===== config.mk =====
export PLATFORM = sky130hd
export DESIGN_NAME = gbdmb_fifo
export DESIGN_NICKNAME = d
export VERILOG_FILES = /design/src/hw/rtl/gbdmb_pkg.sv /design/src/hw/rtl/gbdmb_fifo.sv
export SDC_FILE = /design/constraint.sdc
export NUM_CORES = 1
export LEC_CHECK = 0
export BUFFER_PORTS_ARGS = -buffer_cell sky130_fd_sc_hd__buf_2
export CAP_MARGIN = 20
export CORE_MARGIN = 8
export CORE_UTILIZATION = 45
export CTS_CLUSTER_SIZE = 8
export DETAILED_ROUTE_END_ITERATION = 10
export PLACE_DENSITY = 0.67
export SLEW_MARGIN = 20
export SYNTH_ARGS = -nofsm -noshare
export SYNTH_HDL_FRONTEND = slang
export SYNTH_SLANG_ARGS = --single-unit

===== constraint.sdc =====
create_clock -name aclk -period 2.2 [get_ports aclk]
set_input_delay 0.11 -clock aclk [delete_from_list [all_inputs] [get_ports aclk]]
set_output_delay 0.11 -clock aclk [all_outputs]
set_load 0.05 [all_outputs]

===== src/hw/rtl/gbdmb_pkg.sv =====
// Shared types, constants and helper functions of the glyph box downsampler.
// No dependencies; every other file of the block but gbdmb_ram imports this package.
`default_nettype none

package gbdmb_pkg;

    // Sizing of the block.
    localparam int MAX_GLYPH_SIDE     = 256;
    localparam int MAX_SURFACE_WIDTH  = 512;
    localparam int MAX_SURFACE_HEIGHT = 512;
    localparam int OVERSAMPLE         = 2;

    localparam int HALF_SIDE   = (MAX_GLYPH_SIDE + 1) / OVERSAMPLE;
    localparam int STORE_DEPTH = MAX_SURFACE_WIDTH * MAX_SURFACE_HEIGHT;

    // Field and datapath widths.
    localparam int COV_W    = 8;
    localparam int POS_W    = $clog2(MAX_GLYPH_SIDE);
    localparam int BLK_W    = $clog2(HALF_SIDE);
    localparam int PAIR_W   = COV_W + 1;
    localparam int SUM_W    = COV_W + 2;
    localparam int GSIZE_W  = 9;
    localparam int DEST_W   = 11;
    localparam int SSIZE_W  = 10;
    localparam int COORD_W  = 12;
    localparam int PX_W     = $clog2(MAX_SURFACE_WIDTH);
    localparam int PY_W     = $clog2(MAX_SURFACE_HEIGHT);
    localparam int STORE_AW = PX_W + PY_W;
    localparam int STRIDE_W = 11;
    localparam int OFFSET_W = 20;

    // Queue between the sample front end and the pixel back end (power of two).
    localparam int QUEUE_DEPTH = 4;

    // Configuration port.
    localparam int CFG_INDEX_W = 3;
    localparam int CFG_DATA_W  = 11;

    typedef enum logic [CFG_INDEX_W-1:0] {
        REG_GLYPH_WIDTH    = 3'd0,
        REG_GLYPH_HEIGHT   = 3'd1,
        REG_DEST_X         = 3'd2,
        REG_DEST_Y         = 3'd3,
        REG_SURFACE_WIDTH  = 3'd4,
        REG_SURFACE_HEIGHT = 3'd5
    } cfg_reg_t;

    // Glyph geometry seen by the front end: index of the last column and row.
    typedef struct packed {
        logic [POS_W-1:0] last_col;
        logic [POS_W-1:0] last_row;
    } front_cfg_t;

    // Placement and clipping geometry seen by the back end.
    typedef struct packed {
        logic [DEST_W-1:0]   dest_x;
        logic [DEST_W-1:0]   dest_y;
        logic [SSIZE_W-1:0]  surf_w;
        logic [SSIZE_W-1:0]  surf_h;
        logic [STRIDE_W-1:0] stride;
    } back_cfg_t;

    // One finished 2x2 block on its way to the back end.
    typedef struct packed {
        logic [SUM_W-1:0] sum;
        logic             col_odd;
        logic             row_odd;
        logic [BLK_W-1:0] bc;
        logic [BLK_W-1:0] br;
        logic             last;
    } blk_t;

    // Index of the last sample along one glyph side; zero counts as one and
    // sizes above the maximum saturate.
    function automatic logic [POS_W-1:0] side_last(input logic [GSIZE_W-1:0] size);
        logic [GSIZE_W-1:0] m1;
        m1 = size - GSIZE_W'(1);
        if (size == '0) begin
            return '0;
        end else if (size > GSIZE_W'(MAX_GLYPH_SIDE)) begin
            return POS_W'(MAX_GLYPH_SIDE - 1);
        end
        return m1[POS_W-1:0];
    endfunction

    function automatic logic [SSIZE_W-1:0] surf_clamp(input logic [SSIZE_W-1:0] size,
                                                      input logic [SSIZE_W-1:0] hi);
        if (size == '0) begin
            return SSIZE_W'(1);
        end else if (size > hi) begin
            return hi;
        end
        return size;
    endfunction

    // Row stride in bytes: three bytes a pixel, padded to a multiple of four.
    function automatic logic [STRIDE_W-1:0] row_stride(input logic [SSIZE_W-1:0] width);
        logic [STRIDE_W-1:0] padded;
        padded = STRIDE_W'(width) + {width, 1'b0} + STRIDE_W'(3);
        return {padded[STRIDE_W-1:2], 2'b00};
    endfunction

endpackage

`default_nettype wire


===== src/hw/rtl/gbdmb_fifo.sv =====
// Short block queue between the sample front end and the pixel back end.
// Depends on gbdmb_pkg for blk_t and QUEUE_DEPTH.
`default_nettype none

module gbdmb_fifo
    import gbdmb_pkg::*;
(
    input  wire logic aclk,
    input  wire logic aresetn,
    input  wire logic push,
    input  wire blk_t push_data,
    output logic      full,
    input  wire logic pop,
    output blk_t      pop_data,
    output logic      empty
);

    localparam int QA_W  = $clog2(QUEUE_DEPTH);
    localparam int CNT_W = $clog2(QUEUE_DEPTH + 1);

    blk_t             slot_reg [QUEUE_DEPTH];
    logic [QA_W-1:0]  wr_ptr_reg;
    logic [QA_W-1:0]  rd_ptr_reg;
    logic [CNT_W-1:0] count_reg;
    logic [CNT_W-1:0] count_next;

    assign full     = (count_reg == CNT_W'(QUEUE_DEPTH));
    assign empty    = (count_reg == '0);
    assign pop_data = slot_reg[rd_ptr_reg];

    always_comb begin
        case ({push, pop})
            2'b10:   count_next = count_reg + CNT_W'(1);
            2'b01:   count_next = count_reg - CNT_W'(1);
            default: count_next = count_reg;
        endcase
    end

    always_ff @(posedge aclk) begin
        if (!aresetn) begin
            wr_ptr_reg <= '0;
            rd_ptr_reg <= '0;
            count_reg  <= '0;
        end else begin
            count_reg <= count_next;
            if (push) begin
                wr_ptr_reg <= wr_ptr_reg + QA_W'(1);
            end
            if (pop) begin
                rd_ptr_reg <= rd_ptr_reg + QA_W'(1);
            end
        end
    end

    always_ff @(posedge aclk) begin
        if (push) begin
            slot_reg[wr_ptr_reg] <= push_data;
        end
    end

`ifndef SYNTHESIS
    a_no_push_when_full: assert property (@(posedge aclk) disable iff (!aresetn)
        push |-> !full)
        else $error("block queue written while full");
    a_no_pop_when_empty: assert property (@(posedge aclk) disable iff (!aresetn)
        pop |-> !empty)
        else $error("block queue read while empty");
`endif

endmodule

`default_nettype wire


==> impl_results.md, run 1 <==
* Run status: completed
* Placeable core region at 9639 um2
* Via count at 2115
* Wirelength, routed at 7465 um
* Cell type with the highest aggregate area in the netlist: sky130_fd_sc_hd__edfxtp_1
* Clock-pin slew on the worst setup and hold paths at 60 ps
* Number of cell instances on the worst register-to-register path at 5
* Number of rows in the core area at 36
* Origin of the worst min-delay path: push_data[11]
* CP Data Arrival Time at 1980 ps
* Capture endpoint of the worst hold path: slot_reg[2][11]
* Global-route wire length before repair at 11940 um
* Max Cap Viol at 0
* Tightest slew margin relative to the limit at 73.51%
* Final non-filler cell total at 443
* Synthesis warning total at 0
* Final Wtd Congestion at 0.6506
* Final net count at 335
* Clock latency on the worst-skew pair at 500 ps
* DPL Wire Length at 4707 um
* Pins Over Slew Limit at 0
* Post-synthesis cell type count at 21
* Number of clock buffers inserted by TritonCTS at 17
* Fraction of final layout cells sized beyond drive strength 1 at 38.71%
* TritonCTS clock tree: built
* Clock period minus final worst setup slack at 2090 ps
* Minimum setup slack among reg-to-reg paths at 660 ps
* Launch point of the worst reg-to-reg path: count_reg[0]
* Period utilisation layout at 95.00%
* Post-route DRC at 0
* Highest attainable clock frequency at 0.4784 GHz
* Cell at the root of the clock tree: sky130_fd_sc_hd__clkbuf_8
* Number of storage elements in the synthesis netlist at 117
* Most area-consuming cells after synthesis: sky130_fd_sc_hd__edfxtp_1 74%, sky130_fd_sc_hd__mux4_2 10%, sky130_fd_sc_hd__mux4_1 4.2%
* FF-to-FF End: count_reg[2]
* Antenna violations before repair at 0
* Die ar. at 13180 um2
* DRT iter0 DRCs at 82
* Combined area of the multi-input logic cells at 882.1 um2
* Area occupied by registers at 3427 um2
* Routed vias/inst at 4.774
* # H-tree levels at 4
* Area grow syn2layout at 32.26%
* I/O pin count at 60
* Starting utilization of the core area at 45.59%
* Total inserted antenna cells at 0
* Top-area cell type share of the netlist area at 73.80%
* Overall power at 6121 uW
* Worst Skew at 7.303 ps
* Classification of the worst-slack hold path: in -> reg
* Total track usage at 12.46%
* Final count of negative-setup-slack endpoints at 0
* Pin count of the biggest net entering global routing at 28
* Measured slew at the worst slew-check pin at 397.3 ps
* Count of final hold-check violations at 0
* Fraction of the yosys area taken by sequential cells at 77.90%
* Placed Cells incl. Taps at 382
* Via count of the first global-routing pass at 2301
* First drt pass iteration count at 4
* Post-DRT Antenna Nets at 0
* Total grt overflow at 0
* Synthesized instance count at 187
* Number of sinks driven by the clock tree at 117
* DIE WIDTH at 114.8 um
* Area of the mapped netlist at 4394 um2
* Max Root-Sink Buffers at 2
* Hold depth at 2
* Buffers on Ports at 59
* Lkg Pwr at 0.002066 uW
* Number of flip-flops in the largest register at 108
* Post-CTS setup buffer count at 0
* Crit path kind: reg -> out
* Average footprint of a synthesized cell at 23.50 um2
* Critical path capture point type: output pin
* Peak supply drop at 0.0005794 V
* Post-detailed-route wirelength per cell at 16.85 um
* Total power per unit cell area at 1053 nW/um2
* Synthesized netlist net count at 224
* Die extent in y at 114.8 um
* Critical path launch point type: register
* Highest net fanout along the worst path at 11
* CP required at 2090 ps
* Fill cell instance count of the final layout at 719
* Setup repair after global routing missed its margin: no
* Final setup TNS at 0 ps
through the flow:
step	util (%)	hold slack, ps	worst slack [ps]	cell area [um2]
2_1_floorplan	-	208.9	595.6	4394
3_3_place_gp	50.92	320.9	475.2	4908
3_5_place_dp	50.92	330.9	480.5	4908
4_1_cts	60.29	325.8	63.75	5812
5_1_grt	60.29	347.5	4.684	5812
6_report	60.29	352.5	109.9	5812
worst max-delay path by stage:
| stage | startpoint | endpoint | slack, ps | cells past startpoint |
|---|---|---|---|---|
| 2_1_floorplan | wr_ptr_reg[0] | slot_reg[2][0] | 600 | 3 |
| 3_3_place_gp | register | pop_data[26] | 480 | 3 |
| 3_5_place_dp | register | pop_data[26] | 480 | 3 |
| 4_1_cts | register | pop_data[26] | 60 | 3 |
| 5_1_grt | register | pop_data[13] | 5 | 3 |
| 6_report | register | pop_data[26] | 110 | 3 |
layer usage:
metal | part of all wire, % | vias to the layer above | GRT usage [%]
li1 | - | 994 | -
met1 | 43 | 1066 | 14.46
met2 | 50 | 48 | 19.60
met3 | 6.3 | 7 | 5.357
met4 | 1.3 | 0 | 6.042
met5 | 0 | - | 0
cells in the final DEF, fill, tap and decap left out, drive strengths merged, types with 3 or more instances in the layout:
cell type    count
clkbuf          17
clkinv           5
ha               5
bufinv           4
buf             68
clkinvlp         5
mux4            27
xor2             3
inv              6
dfxtp            9
and2            10
edfxtp         108
dlygate4sd3     30
synth_stat cells, drive strengths merged:
library cell,number
xor2,3
or3,1
a21boi,1
fa,1
nor2b,1
nand2,2
mux4,27
o21ai,2
and3,1
ha,5
edfxtp,108
buf,6
inv,6
mux2i,1
dfxtp,9
nor3,1
and2,10
xnor2,2
cell type report:
cell class	instances	share of cell area, %
clock buffers	17	7.126
multi-input cells	58	15.18
well taps	133	2.863
clock inverters	14	3.208
inverters	6	0.3875
flip-flops and latches	117	58.97
repair buffers	98	12.27
logic make-up after synthesis:
group,after synthesis,share of synthesized area [%]
AO/OA/AOI/OAI,3,0.3987
XOR/XNOR,5,0.9968
adder cells (fa/ha/maj),6,1.879
buffers and inverters,12,2.022
flip-flops,117,77.90
multiplexers,28,14.66
AND/OR/NAND/NOR,16,2.136
power by group:
| group | switching, uW | total [uW] | internal, uW |
|---|---|---|---|
| Combinational | 504 | 782 | 278 |
| Sequential | 42.1 | 2590 | 2550 |
| Clock | 927 | 2750 | 1820 |
| Total | 1470 | 6120 | 4650 |
critical path, stage by stage, from the launching register on:
cell	delay, ps
sky130_fd_sc_hd__dfxtp_4	490
sky130_fd_sc_hd__buf_12	180
sky130_fd_sc_hd__mux4_1	570
sky130_fd_sc_hd__buf_2	230
timing repair:
action | 4_1_cts | 5_1_grt
resized for setup | 1 | 0
hold buffers | 30 | 0
hold endpoints to repair | 117 | 0
endpoints found under the setup margin | 9 | 0
(Power assumes the default switching activity.)
==> inputs of run 2 (changes only) <==
--- a/config.mk
+++ b/config.mk
@@ -5,13 +5,14 @@
 export SDC_FILE = /design/constraint.sdc
 export NUM_CORES = 1
 export LEC_CHECK = 0
+export ABC_AREA = 1
 export BUFFER_PORTS_ARGS = -buffer_cell sky130_fd_sc_hd__buf_2
 export CAP_MARGIN = 20
-export CORE_MARGIN = 8
-export CORE_UTILIZATION = 45
+export CORE_MARGIN = 2
+export CORE_UTILIZATION = 40
 export CTS_CLUSTER_SIZE = 8
 export DETAILED_ROUTE_END_ITERATION = 10
-export PLACE_DENSITY = 0.67
+export PLACE_DENSITY = 0.61
 export SLEW_MARGIN = 20
 export SYNTH_ARGS = -nofsm -noshare
 export SYNTH_HDL_FRONTEND = slang
==> run 2 against run 1 <==
  * First-iteration DRC count increased by 140%
  * Global-route usage increased by 3.4 points
  * Sequential power about the same
  * Worst hold slack improved by 6.5 ps
  * Via count increased by 32%
  * Clock-buffer cell count increased by 1
  * Core utilization decreased by 7.4 points
  * Clock skew increased by 3.2 ps
  * Sequential share of layout area increased by 0.56 points
  * Cell area decreased by 0.90%
  * Sequential cell count unchanged
  * Final cell count increased by 29%
==> impl_results.md, run 2 <==
* Synthesized instance count at 318 (+70%)
* Max stage delay on crit path at 540 ps (-30 ps)
* Switching share of power at 25.19% (+1.1 points)
* Worst path depth at 4 (+1)
* Wirelength, routed at 8999 um (+21%)
* Count of final hold-check violations at 0 (unchanged)
* Via count of the first global-routing pass at 2807 (+22%)
* Number of sinks driven by the clock tree at 117 (unchanged)
* Total track usage at 15.89% (+3.4 points)
* Die ar. at 12100 um2 (-8.2%)
* Classification of the worst-slack hold path: in -> reg
* Max Cap Viol at 0 (unchanged)
* Leading cell types in the layout, fill and taps excluded: 108 x sky130_fd_sc_hd__edfxtp_1, 59 x sky130_fd_sc_hd__buf_2, 57 x sky130_fd_sc_hd__nor2_1, 37 x sky130_fd_sc_hd__o21ai_0, 30 x sky130_fd_sc_hd__dlygate4sd3_1
* Number of enable flip-flop cells after synthesis at 108 (unchanged)
* Number of flip-flops in the largest register at 108 (unchanged)
* Fraction of the yosys area taken by sequential cells at 76.19% (-1.7 points)
* Worst Skew at 10.48 ps (+3.181 ps)
* Critical path capture point type: output pin
* Fraction of final layout cells sized beyond drive strength 1 at 22.33% (-16 points)
* Run status: completed
* Setup repair after global routing missed its margin: no
* Seq pwr share at 44.8% (+2.4 points)
* Switching power total at 1451 uW (-1.5%)
* Highest attainable clock frequency at 0.4960 GHz (+3.7%)
* CP required at 2090 ps (about the same)
* Combined buffer and inverter count along the critical path at 2 (unchanged)
* Max Root-Sink Buffers at 2 (unchanged)
* Average footprint of a synthesized cell at 14.13 um2 (-40%)
* Top-area cell type share of the netlist area at 72.18% (-1.6 points)
* DPL Wire Length at 5290 um (+12%)
* Launch point of the worst reg-to-reg path: wr_ptr_reg[0]
* Post-DRT Antenna Nets at 0 (unchanged)
* # H-tree levels at 4 (unchanged)
* FF-to-FF End: slot_reg[0][14]
* Internal Dissipation at 4309 uW (-7.3%)
* Minimum setup slack among reg-to-reg paths at 670 ps (about the same)
* Peak supply drop at 0.0007808 V (+35%)
* Clock period minus final worst setup slack at 2016 ps (-73.91 ps)
* Final setup TNS at 0 ps (unchanged)
* Area of the mapped netlist at 4493 um2 (+2.2%)
* Cell with the largest stage delay on the worst path: sky130_fd_sc_hd__dfxtp_4
* Most area-consuming cells after synthesis: sky130_fd_sc_hd__edfxtp_1 72%, sky130_fd_sc_hd__nor2_1 4.8%, sky130_fd_sc_hd__o21ai_0 4.1%
* Die extent in y at 110.0 um (-4.2%)
* Synthesis warning total at 0 (unchanged)
* Lkg Pwr at 0.002137 uW (+3.4%)
* Period utilisation layout at 91.65% (-3.4 points)
* Fill cell instance count of the final layout at 919 (+28%)
* Buffers on Ports at 59 (unchanged)
* Measured slew at the worst slew-check pin at 389.3 ps (-8.090 ps)
* Number of cell instances on the worst register-to-register path at 5 (unchanged)
* Final net count at 454 (+36%)
* Leading cell types by count after synthesis: 108 x sky130_fd_sc_hd__edfxtp_1, 57 x sky130_fd_sc_hd__nor2_1, 37 x sky130_fd_sc_hd__o21ai_0
* Final cell utilization of the core at 52.90% (-7.4 points)
* Critical path launch point type: register
* Synthesized netlist net count at 355 (+58%)
* Routed vias/inst at 4.902 (+2.7%)
* Pin count of the biggest net entering global routing at 55 (+96%)
* Worst path cell trace: buf_4 -> o21ai_0 -> o22ai_1 -> buf_2
* I/O pin count at 60 (unchanged)
* Tightest slew margin relative to the limit at 74.02% (+0.51 points)
* Top FF cell, synth: sky130_fd_sc_hd__edfxtp_1
* Antenna violations before repair at 0 (unchanged)
* TritonCTS clock tree: built
* Worst Slack Setup Final at 183.8 ps (+73.91 ps)
* Cell at the root of the clock tree: sky130_fd_sc_hd__clkbuf_8
* DIE WIDTH at 110.0 um (-4.2%)
* Fraction of registers with async set/reset at 0% (unchanged)
* CP Data Arrival Time at 1910 ps (-70 ps)
* Number of clock buffers inserted by TritonCTS at 17 (unchanged)
* Final count of negative-setup-slack endpoints at 0 (unchanged)
* Via count at 2794 (+32%)
* Final Wtd Congestion at 0.7083 (+8.9%)
* Global-route wire length before repair at 14110 um (+18%)
* Highest net fanout along the worst path at 28 (+17)
* Total power per unit cell area at 1000 nW/um2 (-5.0%)
* Number of rows in the core area at 38 (+5.6%)
* Most frequent standard cell in the layout excluding fill and tap cells: sky130_fd_sc_hd__edfxtp_1
* Gate family responsible for the most delay along the worst path: buffers and inverters
* Power share of the combinational group at 12.5% (-0.3 points)
* Post-route DRC at 0 (unchanged)
* Post-synthesis cell type count at 20 (-4.8%)
* Clock latency on the worst-skew pair at 500 ps (about the same)
* Total grt overflow at 0 (unchanged)
* CP endpoint: pop_data[23]
* Starting utilization of the core area at 41.27% (-4.3 points)
* Clock power frac at 42.7% (-2.2 points)
* Post-detailed-route wirelength per cell at 15.79 um (-6.3%)
* Cell type with the highest aggregate area in the netlist: sky130_fd_sc_hd__edfxtp_1
* Post-CTS setup buffer count at 0 (unchanged)
* Number of storage elements in the synthesis netlist at 117 (unchanged)
* Clock-pin slew on the worst setup and hold paths at 50 ps (about the same)
* Cell with the most instances after synthesis: sky130_fd_sc_hd__edfxtp_1
* Pins Over Slew Limit at 0 (unchanged)
* Total inserted antenna cells at 0 (unchanged)
* Placeable core region at 10890 um2 (+13%)
* Minimum setup slack after placement at 504.9 ps (+24.35 ps)
* First drt pass iteration count at 7 (+3)
* Area grow syn2layout at 28.18%
* Crit path kind: reg -> out
* DRT iter0 DRCs at 196 (+140%)
-- run 2: cell types whose count changed after synthesis, moves of 5 or more --
cell and delta:
sky130_fd_sc_hd__buf_6 +9, sky130_fd_sc_hd__o22ai_1 +27, sky130_fd_sc_hd__nand2_1 +7, sky130_fd_sc_hd__inv_1 +9
sky130_fd_sc_hd__a21oi_1 +5, sky130_fd_sc_hd__o21ai_0 +35, sky130_fd_sc_hd__nor2_1 +57, sky130_fd_sc_hd__mux4_2 -20
sky130_fd_sc_hd__and2_1 -10, sky130_fd_sc_hd__o21ai_1 +23, sky130_fd_sc_hd__mux4_1 -7
-- run 2: worst register-to-register path, stage by stage (launching register included) --
cell and delay [ps]:
sky130_fd_sc_hd__dfxtp_1 330, sky130_fd_sc_hd__inv_1 130, sky130_fd_sc_hd__ha_1 160, sky130_fd_sc_hd__nand2_1 50
sky130_fd_sc_hd__inv_1 300, sky130_fd_sc_hd__buf_12 240
-- run 2: per-layer routing --
metal / up-vias / GRT usage [%] / routed length (um)
li1: 1385 / - / -
met1: 1339 / 20.57 / 4028
met2: 58 / 25.81 / 4504
met3: 12 / 3.939 / 358
met4: 0 / 6.239 / 107
met5: - / 0 / 0
-- run 2: stage by stage --
step	instance area, um2	cells	hold slack (ps)	power (uW)
after global routing	5759	570	358.5	5970
final	5759	570	359.1	5760
after detailed placement	4920	508	332.9	3310
after CTS	5758	570	344.5	5800
after floorplan	4493	318	208.9	3118
after global placement	4920	508	327.0	3297
-- run 2: what timing repair did --
item                                    4_1_cts  5_1_grt
resized for setup                             1        1
endpoints found under the hold margin       117        0
hold buffers                                 30        0
cloned                                        0        0
endpoints found under the setup margin        6        4
-- run 2: kinds of logic after synthesis --
logic type / Yosys count / synth area share (%)
AOI/OAI and AO/OA: 92 / 11.00
adders and majority gates: 6 / 1.838
buffers and inverters: 33 / 4.985
DFF: 117 / 76.19
and+or+nand+nor: 70 / 5.987
-- run 2: area by class of cell --
type	count	area [um2]	area share [%]
Clock buffer	18	417.9	7.256
Clock inverter	14	117.6	2.042
Inverter	17	76.32	1.325
Tap cell	140	175.2	3.041
Timing Repair Buffer	96	698.2	12.12
Sequential cell	117	3428	59.53
Multi-Input combinational cell	168	845.8	14.69
-- run 2: power by group through the flow --
stage	Clock [uW]	Sequential [uW]	Combinational, uW
2_1_floorplan	0	2600	515
3_3_place_gp	0	2620	678
3_5_place_dp	0	2620	687
6_report	2460	2580	720
4_1_cts	2490	2580	731
5_1_grt	2610	2590	779
-- run 2: worst min-delay path by stage --
stage                       to  cells past startpoint     startpoint  slack [ps]
6_report       slot_reg[1][22]                      2  push_data[22]         360
5_1_grt        slot_reg[3][18]                      2  push_data[18]         360
4_1_cts        slot_reg[0][13]                      2  push_data[13]         340
3_5_place_dp   slot_reg[1][15]                      1  push_data[15]         330
3_3_place_gp   slot_reg[1][15]                      1  push_data[15]         330
2_1_floorplan   slot_reg[0][0]                      0   push_data[0]         210
